### config.mk
export PLATFORM = sky130hd
export DESIGN_NAME = sdms_cmp
export DESIGN_NICKNAME = d
export VERILOG_FILES = /design/src/sdms_pkg.sv /design/src/sdms_cmp.sv
export SDC_FILE = /design/constraint.sdc
export NUM_CORES = 1
export LEC_CHECK = 0
export ABC_AREA = 1
export ABC_CLOCK_PERIOD_IN_PS = 1900
export BUFFER_PORTS_ARGS = -buffer_cell sky130_fd_sc_hd__clkbuf_2
export CORE_AREA = 5 5 199 201
export DETAILED_ROUTE_END_ITERATION = 8
export DIE_AREA = 0 0 204 206
export PLACE_DENSITY = 0.48
export SLEW_MARGIN = 20
export SYNTH_ARGS = -nofsm -noshare
export SYNTH_HDL_FRONTEND = slang
export SYNTH_SLANG_ARGS = --single-unit
### constraint.sdc
create_clock -name vclk -period 1.9
set_clock_uncertainty 0.15 [all_clocks]
set_input_delay 0.19 -clock vclk [all_inputs]
set_output_delay 0.19 -clock vclk [all_outputs]
set_load 0.1 [all_outputs]
### src/sdms_pkg.sv
`timescale 1ns / 1ps
// ----------------------------------------------------------------------------
// sdms_pkg: shared types and constants of the digest membership search
// Field widths, item kind codes, the packed 256-bit key type and the result
// struct of the compare unit.
// ----------------------------------------------------------------------------
package sdms_pkg;

    localparam int WORD_W        = 64;
    localparam int WORDS         = 4;
    localparam int KEY_W         = WORD_W * WORDS;
    localparam int SLOT_W        = 10;
    localparam int POS_W         = 11;
    localparam int DEPTH_DEFAULT = 1024;

    localparam logic KIND_LOAD  = 1'b0;
    localparam logic KIND_QUERY = 1'b1;

    // word 0 sits in the top bits, so a plain unsigned compare gives key order
    typedef logic [KEY_W-1:0] t_key;

    typedef struct packed {
        logic lt;
        logic eq;
    } t_cmp_res;

endpackage

### src/sdms_cmp.sv
`timescale 1ns / 1ps
// ----------------------------------------------------------------------------
// sdms_cmp: shared 256-bit key compare unit
// Gives entry-less-than-key and entry-equal-to-key for one probe.
// ----------------------------------------------------------------------------
module sdms_cmp
    import sdms_pkg::*;
(
    input  t_key     i_entry,
    input  t_key     i_key,
    output t_cmp_res o_res
);

    always_comb begin
        o_res.lt = (i_entry < i_key);
        o_res.eq = (i_entry == i_key);
    end

endmodule

Word level (Yosys, flattened, before mapping)

Index checks and enable logic that the tools add are counted.

Bits of input ports: 512
Word-level logic and storage cells: 2
Register bits: 0
Output and inout bits: 2

Equality and inequality tests: 1
$lt $le $gt $ge: 1

Operator list:

| kind                 | count |
|---|---|
| 256-bit == test      | 1 |
| 256-bit < comparator | 1 |

Depth between registers and ports, before layout

Gate-level depths: netlist of the first run.

Depth after elaboration: 1
Mapped depth: 17
Gate-level depth less buffers: 17

Least setup slack after synthesis of the first run

OpenSTA, ideal clock, no wires.

Path type: input -> output
Start: input i_key[147]
End: output o_res[1] in the netlist's numbering
Data arrival time: 2.656 ns
Path buffers: 0
Stages: 12
Slack: -1.096 ns
Required time: 1.560 ns
Cell sequence: inv_1 -> ha_1 -> a21o_1 -> o21ai_0 -> nand2_1 -> a21oi_1 -> nand2_1 -> nand2_1 -> nand2_1 -> nand2_1 -> nand2_1 -> a21oi_1

RTL lines:

| element         | line           | RTL |
|---|---|---|
| start, declared | sdms_cmp.sv:10 | `input t_key i_key,` |
| end, declared   | sdms_cmp.sv:11 | `output t_cmp_res o_res` |

==> results.txt, run 1 <==
----------------------------------------------------
[Placed design]
  Count of input and output buffers ... between 500 and 600
  Routability congestion estimate from global placement ... roughly 0.91
  Half-perimeter wire length after detailed placement ... between 20000 and 30000 um

[Yosys]
  Netlist cell types ... 17
  Cell count after synthesis ... about 1200
  Nets in the synthesized netlist ... about 1900
  Share of the synthesized area in the top cell type ... 0.461
  Largest cells by area after synthesis ... ha_1, inv_1, nand2_1
  Yosys warning total ... 0
  Cell accounting for the most synthesized area ... ha_1
  Netlist Area Pre-Place ... approximately 7000 sq um
  Average instance area after synthesis ... around 6 sq um
  Sequential share of the synthesized area ... 0

[Hold path]
  Hold wc startpoint ... i_key[0]
  Hold Crit Class ... input pin to output port
  Hold path cells ... 7
  Endpoint of the worst hold-timing path ... o_res[0]

[Setup path]
  Delay-heaviest family, CP ... simple AND/OR/NAND/NOR gates
  CP Data Required Time ... 1.56 ns
  Buf+Inv Stages, Crit Path ... 5
  Worst EP arrival ... slightly below 2 ns
  Worst Path Max Fanout ... 2
  Launch point of the critical path ... i_key[63]
  Ordered list of cells on the worst path ... clkbuf_2 > inv_1 > ha_1 > nand2_1 > inv_2 > nand3_2 > nor3_4 > nand3_2 > nor3_2 > buf_4 > nand4_1 > nor3_4 > buf_12
  Worst setup path category ... input pin to output port
  Max incr delay on CP ... about 0.28 ns
  Critical path's slowest cell ... ha_1
  Kind of end point of the critical path ... output port
  Critical path launch point type ... input pin

[Route]
  Post-DR vias/cell ... just under 4
  Top layer in use ... met4
  Pre-antenna DRT Iters ... 4
  Antenna Nets Post-Route ... 0
  Routed length on met3 ... roughly 2400 um
  Drt wl/cell ... about 14 um
  Starting DRC count in detailed routing ... roughly 190
  Met2 layer wire length in the routed design ... 15600 um
  Met1 Routed Length ... roughly 11000 um
  Number of vias in the routed layout ... about 8600
  DRC ... 0
  Total wire length after detailed routing ... approximately 30000 um

[Layout]
  Growth of design area from synthesis to finish ... 58.2%
  Number of filler cells placed in the layout ... approximately 4200
  Clock Buffer Count ... 0
  Commonest non-fill, non-tap cells in the layout ... clkbuf_2, inv_1, nand2_1
  Final cell utilization of the core ... 0.294
  Multi-input gate area ... 6220 sq um
  Number of sequential storage elements ... 0
  Diode count ... 0
  Final-stage net count ... between 2000 and 2500
  Share of final-layout standard cells stronger than drive strength 1 ... 0.382
  Total area of sequential cells ... 0 sq um
  Most frequent standard cell in the layout excluding fill and tap cells ... clkbuf_2

[STA]
  Setup TNS after final layout ... -0.728 ns
  Period utilisation layout ... 1.20
  Post-route minimum period ... approximately 2.3 ns
  Unrepaired setup endpoints after global routing ... yes
  Total count of max-transition violations in the final report ... 0
  Total of endpoints with negative setup slack in the final report ... 2
  Relative slew slack ... 0.787
  Actual transition at the worst max-transition pin ... 0.316 ns
  Maximum clock frequency ... between 0.4 and 0.5 GHz
  Final-layout worst hold slack ... 0.998 ns
  Post-route worst setup slack ... -0.372 ns
  Number of hold violations in the final report ... 0

[Run status]
  Failing checks ... setup timing
  Result of the run ... finished, violations left

[Power]
  VDD IR max ... a little over 80 uV
  Static power due to leakage ... 7.25 nW
  Power per cell area ... 196 nW/um^2

[Global routing]
  Pin count of the biggest net entering global routing ... 5
  Remaining global-route overflow ... 0
  Global-route wire length before repair ... about 44000 um
  Initial antenna violation count ... 0
  Via count of the first global-routing pass ... 9145
  Total global routing track utilization ... 0.131

[Floorplanning]
  Die ar. ... 42000 sq um
  Cell Rows ... 71
  Initial cell density of the core ... 0.186
  Core region area ... ~37000 sq um
  Floorplan die height ... 206 um
  DIE WIDTH ... about 200 um
  I/O pin total ... about 510

[Run]
  Number of max-cap violations ... 0

[Clocking]
  Cts-stage hold buffer count ... 0

----------------------------------------------------
[metal layers]
layer,up-vias,GRT usage
met5,-,0
met4,0,0.0227
met3,32,0.0259
met2,315,0.260
met1,3528,0.146
li1,4715,-
[logic make-up (layout without fill, tap and decap cells)]
logic type               after synthesis  after routing  share of synthesized area
adder cells (fa/ha/maj)              256            256                      0.461
buffers and inverters                332            877                      0.179
AO/OA/AOI/OAI                        154            154                      0.117
AND/OR/NAND/NOR                      413            413                      0.243
[metrics by stage]
step                setup WS [ns]  cell area [sq um]  total power [mW]  instances
floorplan                  -0.436               7100              1.05       1155
global placement           -0.658              10500              2.02       2208
detailed placement         -0.652              10500              2.04       2208
CTS                        -0.484              10700              2.10       2208
global route               -0.486              11000              2.51       2211
finish                     -0.372              11000              2.15       2211
[synth_stat cells]
master	number
a21oi_1	109
nor3_2	6
inv_1	332
nand4_1	15
o21a_1	11
nor4_1	3
and3_1	1
nor2_2	2
nand2_1	277
a21o_1	6
o21ai_0	28
nor3_1	7
ha_1	256
nand3b_1	1
nand3_1	23
nor2_1	77
nor3b_2	1
[how the worst max path moves through the flow]
stage	end	slack, ns	depth (start not counted)
4_1_cts	o_res[0]	-0.48	13
3_3_place_gp	o_res[1]	-0.66	13
3_5_place_dp	o_res[1]	-0.65	13
2_1_floorplan	o_res[0]	-0.44	11
5_1_grt	o_res[1]	-0.49	16
6_report	o_res[0]	-0.37	13
[where the power goes]
part | switching, mW | total [mW] | internal [mW]
sequential | 0 | 0 | 0
combinational | 1.09 | 2.15 | 1.06
clock | 0 | 0 | 0
[timing repair]
item / 4_1_cts / 5_1_grt
endpoints found under the setup margin: 2 / 2
buffers inserted: 0 / 3
pin swaps: 16 / 30
resized for setup: 26 / 80
[area by class of cell]
| cell class | instances | area share |
|---|---|---|
| inverter | 332 | 0.114 |
| multi-input combinational | 823 | 0.565 |
| tap | 511 | 0.0581 |
| timing repair buffer | 545 | 0.263 |
Power figures use the tool's default switching activity.
==> run 2: changes to the inputs <==
- ABC_CLOCK_PERIOD_IN_PS: 1900 -> 2300
- clock period: 1.9 -> 2.3 ns (I/O delays scaled with it)
==> run 2 against run 1 <==
Compared with the run above:
- the flow still finishes with violations (setup timing)
- clock-buffer cell count is the same
- final cell count is 0.36% lower
- die area did not move
- cell area shrank 3.6%
- global-route usage decreased by 0.085 points
- wire length decreased by 0.34%
- largest cell class unchanged
- largest power group unchanged
==> results.txt, run 2 (same netlist as run 1, synthesis figures left out) <==
----------------------------------------------------
[Run status]
  Result of the run ... finished, violations left
  Failing checks ... setup timing

[Power]
  Static power due to leakage ... just over 7 nW
  Fraction of power spent switching nets ... 0.507
  Power per cell area ... between 150 and 200 nW/um^2
  Combinational cell fraction of total power ... 1.000
  VDD IR max ... 64.9 uV
  Switching power total ... between 0.8 and 0.9 mW
  Fraction of power consumed by the clock network ... 0
  Internal power contribution ... around 0.83 mW
  Total power of the final layout ... ~1.7 mW
  Part of the power in registers ... 0

[Setup path]
  Worst setup path category ... input pin to output port
  CP Data Required Time ... between 1.5 and 2 ns
  Kind of end point of the critical path ... output port
  Worst Path Max Fanout ... 2
  Critical path launch point type ... input pin
  Worst EP arrival ... around 2.1 ns

[Layout]
  Growth of design area from synthesis to finish ... 52.5%
  Final design instance area without fill ... 10600 sq um
  Clock Buffer Count ... 0
  Total area of sequential cells ... 0 sq um
  Diode count ... 0
  Final-stage net count ... approximately 2500
  Commonest non-fill, non-tap cells in the layout ... clkbuf_2, inv_1, nand2_1
  Share of final-layout standard cells stronger than drive strength 1 ... 0.343
  Number of sequential storage elements ... 0
  Most frequent standard cell in the layout excluding fill and tap cells ... clkbuf_2

[Route]
  Total wire length after detailed routing ... around 30000 um
  Antenna Nets Post-Route ... 0
  Starting DRC count in detailed routing ... 199
  Pre-antenna DRT Iters ... 6
  DRC ... 0
  Drt wl/cell ... 13.6 um
  Post-DR vias/cell ... slightly below 4
  Number of vias in the routed layout ... roughly 8700

[STA]
  Relative slew slack ... 0.818
  Number of hold violations in the final report ... 0
  Unrepaired setup endpoints after global routing ... yes
  Total count of max-transition violations in the final report ... 0
  Maximum clock frequency ... around 0.40 GHz
  Actual transition at the worst max-transition pin ... between 0.2 and 0.3 ns
  Post-route minimum period ... between 2 and 2.5 ns
  Total of endpoints with negative setup slack in the final report ... 2
  Post-route worst setup slack ... -0.193 ns
  Period utilisation layout ... 1.08

[Global routing]
  Via count of the first global-routing pass ... between 8000 and 9000
  Global-route wire length before repair ... 44200 um
  Remaining global-route overflow ... 0
  Initial antenna violation count ... 1
  Total global routing track utilization ... 0.130
  Pin count of the biggest net entering global routing ... 5

[Placed design]
  Count of input and output buffers ... between 500 and 600
  Area after detailed placement ... around 10000 sq um
  Half-perimeter wire length after detailed placement ... 29200 um
  Routability congestion estimate from global placement ... between 0.8 and 0.9

[Hold path]
  Hold path cells ... 10
  Hold wc startpoint ... i_entry[255]
  Hold Crit Class ... input pin to output port
  Endpoint of the worst hold-timing path ... o_res[1]

[Floorplanning]
  Die ar. ... around 42000 sq um
  Initial cell density of the core ... 0.186
  Floorplan die height ... 206 um
  I/O pin total ... roughly 510
  Core region area ... ~37000 sq um
  DIE WIDTH ... between 200 and 250 um
  Cell Rows ... 71

[Run]
  Number of max-cap violations ... 0

----------------------------------------------------
## run 2: changes by cell type in the layout (fill, tap and decap cells not counted), moves of 8 or more
cell	delta
ha_4	-12
inv_2	-13
o21ai_1	-9
a21oi_1	+10
nand2_1	+9
o21ai_0	+10
nand2_2	-8
inv_1	+14
a21oi_2	-10
ha_1	+12
## run 2: how the worst max path moves through the flow
stage,cells past startpoint,slack (ns),from,end
after global placement,13,-0.55,i_entry[126],o_res[1]
after detailed placement,13,-0.54,i_entry[126],o_res[1]
after floorplan,11,-0.16,i_key[127],o_res[0]
after CTS,13,-0.37,i_key[125],o_res[0]
after global routing,12,-0.38,i_key[92],o_res[0]
final,12,-0.19,i_key[93],o_res[0]
## run 2: power groups by stage
stage          clock network (mW)  logic (mW)  registers, mW
6_report                        0        1.67              0
5_1_grt                         0        1.96              0
4_1_cts                         0        1.68              0
3_5_place_dp                    0        1.64              0
3_3_place_gp                    0        1.61              0
2_1_floorplan                   0       0.850              0
## run 2: layout make-up
type	count	area (sq um)
multi-input cells	823	5920
repair buffers	537	2800
fillers	4301	26800
well taps	511	639
inverters	332	1250
## run 2: what timing repair did
action                     CTS  global route
hold buffers                 0             0
cloned                       0             0
pin swaps                    8            10
buffers inserted             1             0
gates resized for setup     23            25
setup endpoints to repair    2             2
## run 2: per-stage QoR
stage | setup slack [ns] | setup TNS, ns | utilization | instances | hold WS [ns]
floorplan | -0.164 | -0.164 | - | 1155 | 0.857
global placement | -0.552 | -1.04 | 0.277 | 2202 | 1.07
detailed placement | -0.539 | -1.05 | 0.277 | 2202 | 1.07
CTS | -0.369 | -0.683 | 0.281 | 2203 | 1.07
global route | -0.379 | -0.674 | 0.284 | 2203 | 1.15
finish | -0.193 | -0.318 | 0.284 | 2203 | 1.06
## run 2: per-layer routing
layer | track usage | up-vias | share of wire
met5 | 0 | - | 0.00043
met2 | 0.250 | 278 | 0.50
met1 | 0.151 | 3679 | 0.40
met3 | 0.0315 | 28 | 0.082
li1 | - | 4699 | -
met4 | 0.0153 | 2 | 0.017
## run 2: critical path, cell delays in order
cell and delay (ns):
clkbuf_2 0.08, inv_1 0.06, ha_4 0.27, nand2_2 0.07, nor2_4 0.11, nand4_1 0.13
nor3b_2 0.20, buf_4 0.14, and3_4 0.20, nand4_1 0.20, nor3_4 0.22, buf_12 0.20
==> run 3: changes to the inputs <==
- ABC_CLOCK_PERIOD_IN_PS: 2300 -> 2200
- CORE_AREA: 5 5 199 201 -> 5 5 197 199
- DIE_AREA: 0 0 204 206 -> 0 0 202 204
- PLACE_DENSITY: 0.48 -> default
- PLACE_DENSITY_LB_ADDON: default -> 0.12
- clock period: 2.3 -> 2.2 ns (I/O delays scaled with it)
==> run 3 against run 2 <==
Compared with the run above:
- the flow still finishes with violations (setup timing)
- final cell count is 1.5% lower
- flip-flop and latch count stayed put
- non-clock buffer count is 3 higher
- first-iteration DRC count is 11% lower
- total power is 6.9% higher
- via count is 1.3% lower
- hold slack worse by 0.0032 ns
- wire length is 3.5% higher
- worst setup slack worse by 0.020 ns
- cell area is 1.9% higher
- critical path depth is 2 higher
- largest power group unchanged
==> results.txt, run 3 (same netlist as run 1, synthesis figures left out) <==
----------------------------------------------------
[Floorplanning]
  I/O pin total ... 514
  Die ar. ... slightly above 40000 sq um
  Floorplan die height ... about 200 um
  DIE WIDTH ... approximately 200 um
  Cell Rows ... ~70
  Core region area ... roughly 37000 sq um
  Initial cell density of the core ... 0.188

[Setup path]
  Worst EP arrival ... about 2.0 ns
  Critical path launch point type ... input pin
  CP Data Required Time ... between 1.5 and 2 ns
  Worst Path Max Fanout ... 2
  Kind of end point of the critical path ... output port
  Worst setup path category ... input pin to output port

[Placed design]
  Count of input and output buffers ... roughly 500
  Inst Count DP ... 2164
  Half-perimeter wire length after detailed placement ... between 30000 and 40000 um
  Routability congestion estimate from global placement ... 0.870

[Layout]
  Growth of design area from synthesis to finish ... 55.4%
  Clock Buffer Count ... 0
  Total area of sequential cells ... 0 sq um
  Non-filler cells, final ... approximately 2200
  Multi-input gate area ... between 6000 and 7000 sq um
  Number of filler cells placed in the layout ... 4294
  Commonest non-fill, non-tap cells in the layout ... clkbuf_2, inv_1, nand2_1
  Number of sequential storage elements ... 0
  Share of final-layout standard cells stronger than drive strength 1 ... 0.362
  Diode count ... 0
  Final-stage net count ... between 2000 and 2500
  Most frequent standard cell in the layout excluding fill and tap cells ... clkbuf_2

[Route]
  Total wire length after detailed routing ... slightly above 30000 um
  Post-DR vias/cell ... about 4.0
  Drt wl/cell ... between 10 and 15 um
  DRC ... 0
  Antenna Nets Post-Route ... 0
  Starting DRC count in detailed routing ... 178
  Pre-antenna DRT Iters ... 4
  Number of vias in the routed layout ... about 8600

[Hold path]
  Hold Crit Class ... input pin to output port

[STA]
  Post-route worst setup slack ... -0.213 ns
  Actual transition at the worst max-transition pin ... about 0.33 ns
  Period utilisation layout ... 1.10
  Number of hold violations in the final report ... 0
  Unrepaired setup endpoints after global routing ... yes
  Total of endpoints with negative setup slack in the final report ... 2
  Total count of max-transition violations in the final report ... 0
  Post-route minimum period ... roughly 2.4 ns
  Maximum clock frequency ... approximately 0.41 GHz
  Relative slew slack ... 0.779
  Final-layout worst hold slack ... ~1.1 ns

[Global routing]
  Remaining global-route overflow ... 0
  Pin count of the biggest net entering global routing ... 5
  Total global routing track utilization ... 0.142
  Initial antenna violation count ... 1
  Global-route wire length before repair ... about 47000 um
  Via count of the first global-routing pass ... ~9000

[Run status]
  Failing checks ... setup timing
  Result of the run ... finished, violations left

[Power]
  Total power of the final layout ... 1.79 mW
  VDD IR max ... between 50 and 60 uV
  Power per cell area ... between 150 and 200 nW/um^2
  Static power due to leakage ... 7.24 nW

[Run]
  Number of max-cap violations ... 0

----------------------------------------------------
run 3: per-layer routing:
layer  routed length, um  global-route usage
met5                  13                   0
met4                 299              0.0110
met3                2410              0.0357
met2               15800               0.273
met1               12400               0.163
run 3: layout make-up:
cell class / count / share of cell area
Inverter: 332 / 0.116
Multi-Input combinational cell: 823 / 0.563
Tap cell: 474 / 0.0549
Timing Repair Buffer: 540 / 0.266
run 3: path summary, 6_finish.rpt:
kind	startpoint	to	slack, ns	depth (start not counted)
max	i_key[110]	o_res[0]	-0.21	14
min	i_entry[128]	o_res[0]	1.05	7
run 3: worst max-delay path: stages:
cell	delay, ns
clkbuf_2	0.08
inv_1	0.05
ha_4	0.26
nand2_2	0.05
inv_2	0.07
nand3_2	0.07
nor2_1	0.10
buf_4	0.14
nand3_4	0.07
nor2_4	0.12
and3_4	0.19
nand4_1	0.19
nor3_4	0.22
buf_12	0.20
run 3: power by group:
group	total [mW]	internal [mW]	switching, mW
clock network	0	0	0
registers	0	0	0
logic	1.79	0.897	0.893
total	1.79	0.897	0.893
run 3: stage by stage:
| stage | util | cell area, sq um | setup TNS (ns) | setup slack (ns) |
|---|---|---|---|---|
| floorplan | - | 6970 | -0.244 | -0.244 |
| global placement | 0.279 | 10300 | -0.846 | -0.439 |
| detailed placement | 0.279 | 10300 | -0.899 | -0.500 |
| CTS | 0.286 | 10600 | -0.549 | -0.400 |
| global route | 0.292 | 10800 | -0.783 | -0.457 |
| finish | 0.292 | 10800 | -0.314 | -0.213 |
run 3: repair_timing:
item / CTS / global route
setup buffers: 2 / 3
endpoints found under the setup margin: 2 / 2
pin swaps: 14 / 31
hold buffers: 0 / 0
resized for setup: 46 / 48
